===== src/rtl/cfb_pkg.sv =====
`timescale 1ns / 1ps

package cfb_pkg;

  localparam logic [7:0]  PREAMBLE = 8'hE3;
  // low 24 bits of 0x1864CFB; bit 24 is implied by the shift out of bit 23
  localparam logic [23:0] CRC_POLY = 24'h864CFB;
  localparam logic [23:0] CRC_INIT = 24'h000000;
  localparam logic [15:0] SRC_ID_RESET = 16'h0001;

  localparam int unsigned QDEPTH = 4;
  localparam int unsigned QAW    = $clog2(QDEPTH);

  // one classified input transaction, handed from front to back
  typedef struct packed {
    logic [7:0]  data;
    logic [15:0] len;
    logic [15:0] sid;
    logic        first;
    logic        last;
  } cmd_t;

  function automatic logic [23:0] crc_feed(logic [23:0] crc, logic [7:0] b);
    logic [23:0] c;
    c = crc ^ {b, 16'h0000};
    for (int i = 0; i < 8; i++) begin
      c = c[23] ? ({c[22:0], 1'b0} ^ CRC_POLY) : {c[22:0], 1'b0};
    end
    return c;
  endfunction

endpackage


===== src/rtl/crc24q_frame_builder_top.sv =====
`timescale 1ns / 1ps

// CRC-24Q frame builder.
// Input channel (push/full): one payload byte per transaction with frame_length
// (sampled on a frame's first byte) and last_byte. Output channel (empty/pop):
// the framed byte stream: preamble, 16-bit length, 16-bit source id, payload,
// then three CRC-24Q bytes; run_last marks the final byte caused by an input
// transaction, frame_end marks the final CRC byte.
// The source id is written through src_id_we_i/src_id_i; it is captured with
// the first byte of each frame.
// A byte pushed into an idle block is written into the command queue, then
// registered into the output byte. Throughput: one output byte per cycle while
// pop keeps up and a command waits, set by the single-byte output sequencer.
// A middle byte yields its data byte alone; a first byte adds the five header
// bytes, a last byte the three CRC bytes. A four-entry command queue sits
// between the input side and the sequencer, so input keeps flowing while the
// header or CRC bytes drain. Reset clears the queue, the frame state and the
// output valid flag and sets the source id to 1. When pop stays low the
// output byte holds, the sequencer stops and full rises once the queue fills.
module crc24q_frame_builder_top (
  input  logic        clk_i,
  input  logic        rst_ni,
  input  logic        push,
  output logic        full,
  input  logic [7:0]  data_byte_i,
  input  logic [15:0] frame_length_i,
  input  logic        last_byte_i,
  input  logic        src_id_we_i,
  input  logic [15:0] src_id_i,
  output logic        empty,
  input  logic        pop,
  output logic [7:0]  out_byte_o,
  output logic        run_last_o,
  output logic        frame_end_o
);

  cfb_pkg::cmd_t push_cmd, head_cmd;
  logic          q_push, q_full, q_pop, q_empty;

  cfb_front u_front (
    .clk_i          (clk_i),
    .rst_ni         (rst_ni),
    .push           (push),
    .full           (full),
    .data_byte_i    (data_byte_i),
    .frame_length_i (frame_length_i),
    .last_byte_i    (last_byte_i),
    .src_id_we_i    (src_id_we_i),
    .src_id_i       (src_id_i),
    .q_push_o       (q_push),
    .q_cmd_o        (push_cmd),
    .q_full_i       (q_full)
  );

  cfb_queue u_queue (
    .clk_i      (clk_i),
    .rst_ni     (rst_ni),
    .push_i     (q_push),
    .push_cmd_i (push_cmd),
    .full_o     (q_full),
    .pop_i      (q_pop),
    .head_o     (head_cmd),
    .empty_o    (q_empty)
  );

  cfb_back u_back (
    .clk_i       (clk_i),
    .rst_ni      (rst_ni),
    .head_i      (head_cmd),
    .q_empty_i   (q_empty),
    .q_pop_o     (q_pop),
    .empty       (empty),
    .pop         (pop),
    .out_byte_o  (out_byte_o),
    .run_last_o  (run_last_o),
    .frame_end_o (frame_end_o)
  );

endmodule


===== src/rtl/cfb_front.sv =====
`timescale 1ns / 1ps

module cfb_front (
  input  logic            clk_i,
  input  logic            rst_ni,
  input  logic            push,
  output logic            full,
  input  logic [7:0]      data_byte_i,
  input  logic [15:0]     frame_length_i,
  input  logic            last_byte_i,
  input  logic            src_id_we_i,
  input  logic [15:0]     src_id_i,
  output logic            q_push_o,
  output cfb_pkg::cmd_t   q_cmd_o,
  input  logic            q_full_i
);

  logic        inside_frame_q, inside_frame_d;
  logic [15:0] src_id_q;
  logic        accept;

  assign full   = q_full_i;
  assign accept = push && !q_full_i;

  always_comb begin
    q_cmd_o.data  = data_byte_i;
    q_cmd_o.len   = frame_length_i;
    q_cmd_o.sid   = src_id_q;
    q_cmd_o.first = !inside_frame_q;
    q_cmd_o.last  = last_byte_i;
  end

  assign q_push_o = accept;

  always_comb begin
    inside_frame_d = inside_frame_q;
    if (accept) begin
      inside_frame_d = !last_byte_i;
    end
  end

  always_ff @(posedge clk_i or negedge rst_ni) begin
    if (!rst_ni) begin
      inside_frame_q <= 1'b0;
      src_id_q       <= cfb_pkg::SRC_ID_RESET;
    end else begin
      inside_frame_q <= inside_frame_d;
      if (src_id_we_i) begin
        src_id_q <= src_id_i;
      end
    end
  end

endmodule


===== src/rtl/cfb_queue.sv =====
`timescale 1ns / 1ps

module cfb_queue (
  input  logic            clk_i,
  input  logic            rst_ni,
  input  logic            push_i,
  input  cfb_pkg::cmd_t   push_cmd_i,
  output logic            full_o,
  input  logic            pop_i,
  output cfb_pkg::cmd_t   head_o,
  output logic            empty_o
);

  cfb_pkg::cmd_t               entry_q [cfb_pkg::QDEPTH];
  logic [cfb_pkg::QAW-1:0]     wr_ptr_q, rd_ptr_q;
  logic [cfb_pkg::QAW:0]       count_q, count_d;
  logic                        do_push, do_pop;

  assign full_o  = (count_q == (cfb_pkg::QAW+1)'(cfb_pkg::QDEPTH));
  assign empty_o = (count_q == '0);
  assign do_push = push_i && !full_o;
  assign do_pop  = pop_i && !empty_o;
  assign head_o  = entry_q[rd_ptr_q];

  always_comb begin
    count_d = count_q;
    if (do_push && !do_pop) begin
      count_d = count_q + 1'b1;
    end else if (do_pop && !do_push) begin
      count_d = count_q - 1'b1;
    end
  end

  always_ff @(posedge clk_i or negedge rst_ni) begin
    if (!rst_ni) begin
      wr_ptr_q <= '0;
      rd_ptr_q <= '0;
      count_q  <= '0;
    end else begin
      count_q <= count_d;
      if (do_push) begin
        wr_ptr_q <= wr_ptr_q + 1'b1;
      end
      if (do_pop) begin
        rd_ptr_q <= rd_ptr_q + 1'b1;
      end
    end
  end

  always_ff @(posedge clk_i) begin
    if (do_push) begin
      entry_q[wr_ptr_q] <= push_cmd_i;
    end
  end

endmodule


===== src/rtl/cfb_back.sv =====
`timescale 1ns / 1ps

module cfb_back (
  input  logic            clk_i,
  input  logic            rst_ni,
  input  cfb_pkg::cmd_t   head_i,
  input  logic            q_empty_i,
  output logic            q_pop_o,
  output logic            empty,
  input  logic            pop,
  output logic [7:0]      out_byte_o,
  output logic            run_last_o,
  output logic            frame_end_o
);

  localparam logic [3:0] S_PRE  = 4'd0;
  localparam logic [3:0] S_LENH = 4'd1;
  localparam logic [3:0] S_LENL = 4'd2;
  localparam logic [3:0] S_SIDH = 4'd3;
  localparam logic [3:0] S_SIDL = 4'd4;
  localparam logic [3:0] S_DATA = 4'd5;
  localparam logic [3:0] S_CRC2 = 4'd6;
  localparam logic [3:0] S_CRC1 = 4'd7;
  localparam logic [3:0] S_CRC0 = 4'd8;

  logic        active_q, active_d;
  logic [3:0]  step_q, step_d, cur_step, next_step;
  logic [23:0] crc_q, crc_d, crc_base;
  logic        out_valid_q, out_valid_d;
  logic [7:0]  out_byte_q, cur_byte;
  logic        run_last_q, frame_end_q;
  logic        emit, final_step, feeds_crc;

  // mid-item the step is held; a fresh item starts at the header or at its data byte
  assign cur_step = active_q ? step_q : (head_i.first ? S_PRE : S_DATA);
  assign emit     = !q_empty_i && (!out_valid_q || pop);

  always_comb begin
    cur_byte  = head_i.data;
    next_step = S_DATA;
    feeds_crc = 1'b1;
    unique case (cur_step)
      S_PRE: begin
        cur_byte  = cfb_pkg::PREAMBLE;
        next_step = S_LENH;
      end
      S_LENH: begin
        cur_byte  = head_i.len[15:8];
        next_step = S_LENL;
      end
      S_LENL: begin
        cur_byte  = head_i.len[7:0];
        next_step = S_SIDH;
      end
      S_SIDH: begin
        cur_byte  = head_i.sid[15:8];
        next_step = S_SIDL;
      end
      S_SIDL: begin
        cur_byte  = head_i.sid[7:0];
        next_step = S_DATA;
      end
      S_DATA: begin
        cur_byte  = head_i.data;
        next_step = S_CRC2;
      end
      S_CRC2: begin
        cur_byte  = crc_q[23:16];
        next_step = S_CRC1;
        feeds_crc = 1'b0;
      end
      S_CRC1: begin
        cur_byte  = crc_q[15:8];
        next_step = S_CRC0;
        feeds_crc = 1'b0;
      end
      S_CRC0: begin
        cur_byte  = crc_q[7:0];
        next_step = S_PRE;
        feeds_crc = 1'b0;
      end
      default: begin
        cur_byte  = head_i.data;
        next_step = S_DATA;
        feeds_crc = 1'b0;
      end
    endcase
  end

  assign final_step = ((cur_step == S_DATA) && !head_i.last) || (cur_step == S_CRC0);
  assign q_pop_o    = emit && final_step;
  assign crc_base   = (cur_step == S_PRE) ? cfb_pkg::CRC_INIT : crc_q;

  always_comb begin
    active_d    = active_q;
    step_d      = step_q;
    crc_d       = crc_q;
    out_valid_d = out_valid_q;
    if (pop) begin
      out_valid_d = 1'b0;
    end
    if (emit) begin
      out_valid_d = 1'b1;
      active_d    = !final_step;
      step_d      = next_step;
      if (feeds_crc) begin
        crc_d = cfb_pkg::crc_feed(crc_base, cur_byte);
      end
    end
  end

  always_ff @(posedge clk_i or negedge rst_ni) begin
    if (!rst_ni) begin
      active_q    <= 1'b0;
      step_q      <= S_PRE;
      crc_q       <= cfb_pkg::CRC_INIT;
      out_valid_q <= 1'b0;
    end else begin
      active_q    <= active_d;
      step_q      <= step_d;
      crc_q       <= crc_d;
      out_valid_q <= out_valid_d;
    end
  end

  always_ff @(posedge clk_i) begin
    if (emit) begin
      out_byte_q  <= cur_byte;
      run_last_q  <= final_step;
      frame_end_q <= (cur_step == S_CRC0);
    end
  end

  assign empty       = !out_valid_q;
  assign out_byte_o  = out_byte_q;
  assign run_last_o  = run_last_q;
  assign frame_end_o = frame_end_q;

`ifndef SYNTHESIS
  a_frame_end_is_run_last: assert property (@(posedge clk_i) disable iff (!rst_ni)
    out_valid_q && frame_end_q |-> run_last_q)
    else $error("frame end without run_last");

  a_active_has_head: assert property (@(posedge clk_i) disable iff (!rst_ni)
    active_q |-> !q_empty_i)
    else $error("item in progress but queue empty");

  a_active_not_pre: assert property (@(posedge clk_i) disable iff (!rst_ni)
    active_q |-> (step_q != S_PRE))
    else $error("preamble step while mid-item");

  a_pop_after_final: assert property (@(posedge clk_i) disable iff (!rst_ni)
    q_pop_o |=> !active_q)
    else $error("item retired but sequencer still active");
`endif

endmodule

===== config.mk =====
export PLATFORM = sky130hd
export DESIGN_NAME = crc24q_frame_builder_top
export DESIGN_NICKNAME = d
export VERILOG_FILES = /design/src/rtl/cfb_pkg.sv /design/src/rtl/crc24q_frame_builder_top.sv /design/src/rtl/cfb_front.sv /design/src/rtl/cfb_queue.sv /design/src/rtl/cfb_back.sv
export SDC_FILE = /design/constraint.sdc
export NUM_CORES = 1
export LEC_CHECK = 0
export BUFFER_PORTS_ARGS = -buffer_cell sky130_fd_sc_hd__buf_2
export CORE_MARGIN = 2
export CORE_UTILIZATION = 63
export CTS_BUF_LIST = sky130_fd_sc_hd__clkbuf_2 sky130_fd_sc_hd__clkbuf_4 sky130_fd_sc_hd__clkbuf_8
export CTS_CLUSTER_SIZE = 16
export DETAILED_ROUTE_END_ITERATION = 10
export GPL_TIMING_DRIVEN = 0
export PLACE_DENSITY = 0.84
export SYNTH_ARGS = -nofsm -noshare
export SYNTH_HDL_FRONTEND = slang
export SYNTH_HIERARCHICAL = 1
export SYNTH_SLANG_ARGS = --single-unit
export TNS_END_PERCENT = 5

===== constraint.sdc =====
create_clock -name clk_i -period 4.1 [get_ports clk_i]
set_clock_uncertainty 0.1 [all_clocks]
set_input_delay 0.205 -clock clk_i [delete_from_list [all_inputs] [get_ports clk_i]]
set_output_delay 0.205 -clock clk_i [all_outputs]
set_load 0.03 [all_outputs]

Yosys cells after proc, flatten, opt, wreduce, memory -nomap -nowiden
Memory sizes are Yosys's and may differ from the RTL's.
Cells that the tools add are included.
Storage, ports and cells
  bits in registers: 64
  RAM bits: 168
  bits of input ports: 46
  output and inout port bits: 12
  logic and storage cells: 80
  memories kept: 1
Operators by class
  $add $sub $neg: 4
  eq/ne operators: 9
  mux-type cells: 20
  bitwise operators: 9
  reductions and logical operators: 25
Memories
  u_queue.entry_q: depth 4, width 42, rd ports 1, clocked after memory_dff 0, wr ports 1, RTL line cfb_queue.sv:14  | cfb_pkg::cmd_t entry_q [cfb_pkg::QDEPTH];
Operator list (number)
  $mux W24: 9
  $not A13 Y13: 8
  $pmux W8 S8: 1
  $pmux W4 S8: 1
  $xor A24 B24 Y24: 1
  $eq A4 B3 Y1 const B: 4
  $logic_not A1 Y1: 9
  $mux W3: 3
  $eq A4 B2 Y1 const B: 2
  $logic_and A1 B1 Y1: 8
  $reduce_or A6 Y1: 1
  $mux W1: 5
  $add A2 B1 Y2 const B: 2
  $eq A4 B1 Y1 const B: 1
  $eq A4 B4 Y1 const B: 1
  $logic_not A4 Y1: 1
  $mux W4: 1
  $reduce_bool A2 Y1: 2
  $add A3 B1 Y3 const B: 1
  $eq A3 B3 Y1 const B: 1
  $logic_not A3 Y1: 1
  $sub A3 B1 Y3 const B: 1
  $logic_or A1 B1 Y1: 2
  $reduce_and A2 Y1: 1

Logic depth before layout (Yosys ltp)
An unclocked memory read counts as a cell.
  word-level depth: 22
  gate-level depth with buffers: 14
  mapped depth without buffers: 12

Hierarchy
The synthesis kept the hierarchy.
By module, submodules not included
  cfb_queue: instances 1, cells an instance 256, area an instance 6547.5 um^2, sequential area each 5220.0 um^2
  cfb_back: instances 1, cells an instance 309, area an instance 3074.2 um^2, sequential area each 1051.0 um^2
  cfb_front: instances 1, cells an instance 64, area an instance 890.9 um^2, sequential area each 426.7 um^2

Worst setup path before layout
No wires, ideal clock.
  path kind: reg-to-reg
  start: reg u_queue/rd_ptr_q[0] (netlist name)
  end: reg u_back.crc_q[0]
  setup time: 0.125 ns
  arrival time: 3.194 ns
  required time: 3.875 ns
  slack: 0.682 ns
  stages on the path, launching flop included: 12
  path buffers: 2
  clock period less this slack: 3.418 ns
  cell sequence: dfrtp_1 -> buf_6 -> buf_12 -> mux4_2 -> nor2b_1 -> a31oi_2 -> nand2_1 -> xnor2_1 -> o22ai_1 -> xor2_1 -> xnor3_2 -> mux2_2
RTL lines
  from (decl): RTL line cfb_queue.sv:15  | logic [cfb_pkg::QAW-1:0] wr_ptr_q, rd_ptr_q;
  from (signal assigned): RTL line cfb_queue.sv:45  | rd_ptr_q <= rd_ptr_q + 1'b1;
  to (signal assigned): RTL line cfb_back.sv:116  | crc_q <= cfb_pkg::CRC_INIT;
  to (signal assigned): RTL line cfb_back.sv:121  | crc_q <= crc_d;
  to (decl): RTL line cfb_back.sv:28  | logic [23:0] crc_q, crc_d, crc_base;

==> results.py <==
metrics = {
    "run_status": {
        "status": "complete, no violations",
    },
    "cts": {
        "htree_levels": 2,
        "cts.reportedPaths.clkPinSlew_ns": 0.06,
        "cts_buffer_depth": 3,
        "cts_tree": "yes",
        "cts_root_buffer": "clkbuf_8",
        "cts_sinks": 232,
        "clock_latency_ns": 0.53,
        "post-cts-setup-buffers": 0,
        "cts_inserted_buffers": 39,
    },
    "floorplanning": {
        "initial_utilization_pct": 63.84,
        "rows": 47,
        "io_pins": 58,
        "dieWidth_um": 133.2,
        "core_sq_um": 16470,
        "die-area_sq_um": 17740,
        "die_h_um": 133.2,
    },
    "worst_setup_path": {
        "r2r_cells": 12,
        "crit_type": "register to register",
        "critPathLaunch": "u_queue/rd_ptr_q[0]",
        "setup.worst_path.end": "u_back/crc_q[14]",
        "r2r_slack_ns": 0.19,
        "crit_required_ns": 4.37,
        "endpoint_kind": "register",
        "reg2reg_from": "u_queue/rd_ptr_q[0]",
        "start_kind": "register",
        "r2r-end": "u_back/crc_q[14]",
        "cp_max_fo": 10,
        "cp.arrival_ns": 4.19,
    },
    "synth": {
        "yosysWarnings": 6,
        "async_flop_share_pct": 23.28,
        "synth_edf_count": 178,
        "yosys_register_bits": 232,
        "ys_types": 70,
        "syn_nets": 681,
        "syn_avg_cell_area_sq_um": 16.71,
        "syn-cell-area_sq_um": 10510,
        "synth_seq_area_share_pct": 63.71,
        "yosysTopAreaCell": "edfxtp_1",
        "synth_area_leaders": "edfxtp_1, dfrtp_1, mux4_2",
        "synthFlopType": "edfxtp_1",
        "synth_top_area_share_pct": 50.85,
        "syn_inst": 629,
    },
    "detailed_routing": {
        "drt-met1-wl_um": 8832,
        "drcViolationCount": 0,
        "top_layer": "met4",
        "viasPerCell": 5.840,
        "vias": 5875,
        "wire_per_inst_um": 21.44,
        "wl_met2_um": 10780,
        "antenna_left": 0,
        "met3WireLength_um": 1372,
        "firstDrtPassIters": 5,
        "wirelength_um": 21560,
        "drtIter0Drc": 504,
    },
    "final_layout": {
        "antenna_cells": 0,
        "fin_nets": 808,
        "instances_no_fill": 1006,
        "n_fill_cell": 946,
        "layout.cells.most_common": "edfxtp_1",
        "area_growth_pct": 17.71,
        "final_cell_mix": "edfxtp_1, nand2_1, dfrtp_1, dlygate4sd3_1, clkbuf_8",
        "drive_gt1_share_pct": 32.32,
    },
    "worst_hold_path": {
        "hold_class": "primary input to register",
        "holdPathStages": 3,
    },
    "grt": {
        "grt_usage_pct": 25.96,
        "grt_pass1_wl_um": 34830,
        "grt_antenna_before_repair": 0,
        "grt_overflow_total": 0,
        "grt_pass1_vias": 6262,
        "grt_max_degree": 55,
    },
    "timing": {
        "slew_headroom_pct": 46.64,
        "hold_ws_ns": 0.05133,
        "tns_ns": 0,
        "tightest_slew_ns": 0.7951,
        "maxSlewViolCount": 0,
        "period_share_pct": 95.37,
        "grt_setup_unrepaired": "false",
        "hold_viol_final": 0,
        "fin_crit_ns": 3.910,
        "max_clock_freq_ghz": 0.2557,
        "setup_viol": 0,
    },
    "placement": {
        "dp_hpwl_um": 14170,
        "gp_congestion": 0.9559,
        "dp_cells": 885,
        "port_buffers": 32,
    },
    "job": {
        "drv_cap": 0,
    },
}
-- layer usage --
layer  global-route usage (%)  up-vias
met5                        0        -
met4                    8.983        0
met1                    35.72     2974
met2                    42.95      245
li1                         -     2611
met3                    4.452       45
-- what timing repair did --
item	in CTS	in global routing
gates resized for setup	0	2
hold endpoints to repair	171	0
endpoints found under the setup margin	0	5
hold buffers	50	0
-- Yosys cell counts (3+ instances only) --
| cell | n |
|---|---|
| o22ai_1 | 5 |
| o21ai_0 | 14 |
| nor2_1 | 3 |
| mux2_4 | 11 |
| nand3_1 | 12 |
| inv_1 | 12 |
| nor2b_1 | 6 |
| nor3b_2 | 3 |
| edfxtp_1 | 178 |
| clkbuf_1 | 6 |
| and2_1 | 9 |
| xor2_4 | 3 |
| mux2_2 | 10 |
| nand2_1 | 54 |
| mux4_1 | 4 |
| a211oi_1 | 6 |
| and3_1 | 4 |
| dfrtp_1 | 53 |
| mux4_2 | 39 |
| xnor2_1 | 31 |
| buf_2 | 8 |
| a21oi_1 | 8 |
| o22a_1 | 4 |
| ha_1 | 5 |
| mux2i_1 | 12 |
| xor2_1 | 21 |
| o21ai_1 | 13 |
| buf_6 | 8 |
| buf_12 | 5 |
| buf_4 | 30 |
| nand4_1 | 5 |
-- sequential cells by signal (all words and copies together) (netlist names) --
register                flops
u_back/crc_q               24
u_queue/wr_ptr_q            2
u_back/out_valid_q          1
u_front/inside_frame_q      1
u_back/run_last_o           1
u_back/out_byte_o           8
u_front/src_id_q           16
u_back/active_q             1
u_back/step_q               4
u_queue/rd_ptr_q            2
u_queue/entry_q           168
u_back/frame_end_o          1
u_queue/count_q             3
-- area by class of cell --
| cell class | count | area [sq um] | area share [%] |
|---|---|---|---|
| Sequential cell | 232 | 6698 | 54.13 |
| Multi-Input combinational cell | 325 | 3301 | 26.67 |
| Timing Repair Buffer | 86 | 743.2 | 6.006 |
| Clock buffer | 61 | 739.5 | 5.976 |
| Buffer | 59 | 485.5 | 3.923 |
| Tap cell | 220 | 275.3 | 2.224 |
| Clock inverter | 10 | 83.83 | 0.6775 |
| Inverter | 13 | 48.80 | 0.3943 |
-- worst min-delay path by stage --
stage | startpoint | endpoint
floorplan | rst_ni | u_back/active_q
global placement | frame_length_i[14] | u_queue/entry_q[1][32]
detailed placement | frame_length_i[4] | u_queue/entry_q[2][22]
CTS | src_id_we_i | u_front/src_id_q[4]
global route | src_id_we_i | u_front/src_id_q[1]
finish | src_id_we_i | u_front/src_id_q[4]
-- through the flow --
step                      cell area (sq um)  setup WS (ns)  util (%)
after global placement                10950         0.2189     66.49
after floorplan                       10510         0.6817         -
final                                 12370         0.1897     75.15
after global routing                  12370       0.009349     75.15
after CTS                             12360         0.1346     75.05
after detailed placement              11030         0.1547     67.01
-- cell families (layout without fill, tap and decap cells) --
| kind of cell | after synthesis | count (layout) | share of synthesized area [%] |
|---|---|---|---|
| muxes | 79 | 79 | 13.68 |
| and+or+nand+nor | 107 | 107 | 5.463 |
| adders and majority gates | 6 | 6 | 0.7855 |
| xor gates and xnor gates | 61 | 61 | 6.296 |
| buffers and inverters | 72 | 229 | 5.082 |
| DFF | 232 | 232 | 63.71 |
| AOI/OAI and AO/OA | 72 | 72 | 4.987 |
-- worst max-delay path, cell delays in order, from the launching register on --
cell     delay, ns
dfrtp_1       0.34
buf_6         0.18
buf_12        0.17
mux4_2        0.55
nor2b_1       0.24
a31oi_2       0.36
nand2_1       0.13
xnor2_1       0.15
o22ai_1       0.36
xor2_2        0.33
xnor3_2       0.57
xnor2_1       0.19
o21ai_1       0.08
Power is not shown: default switching activity piles up to over one toggle a cycle in this logic, so the estimate is an artifact.
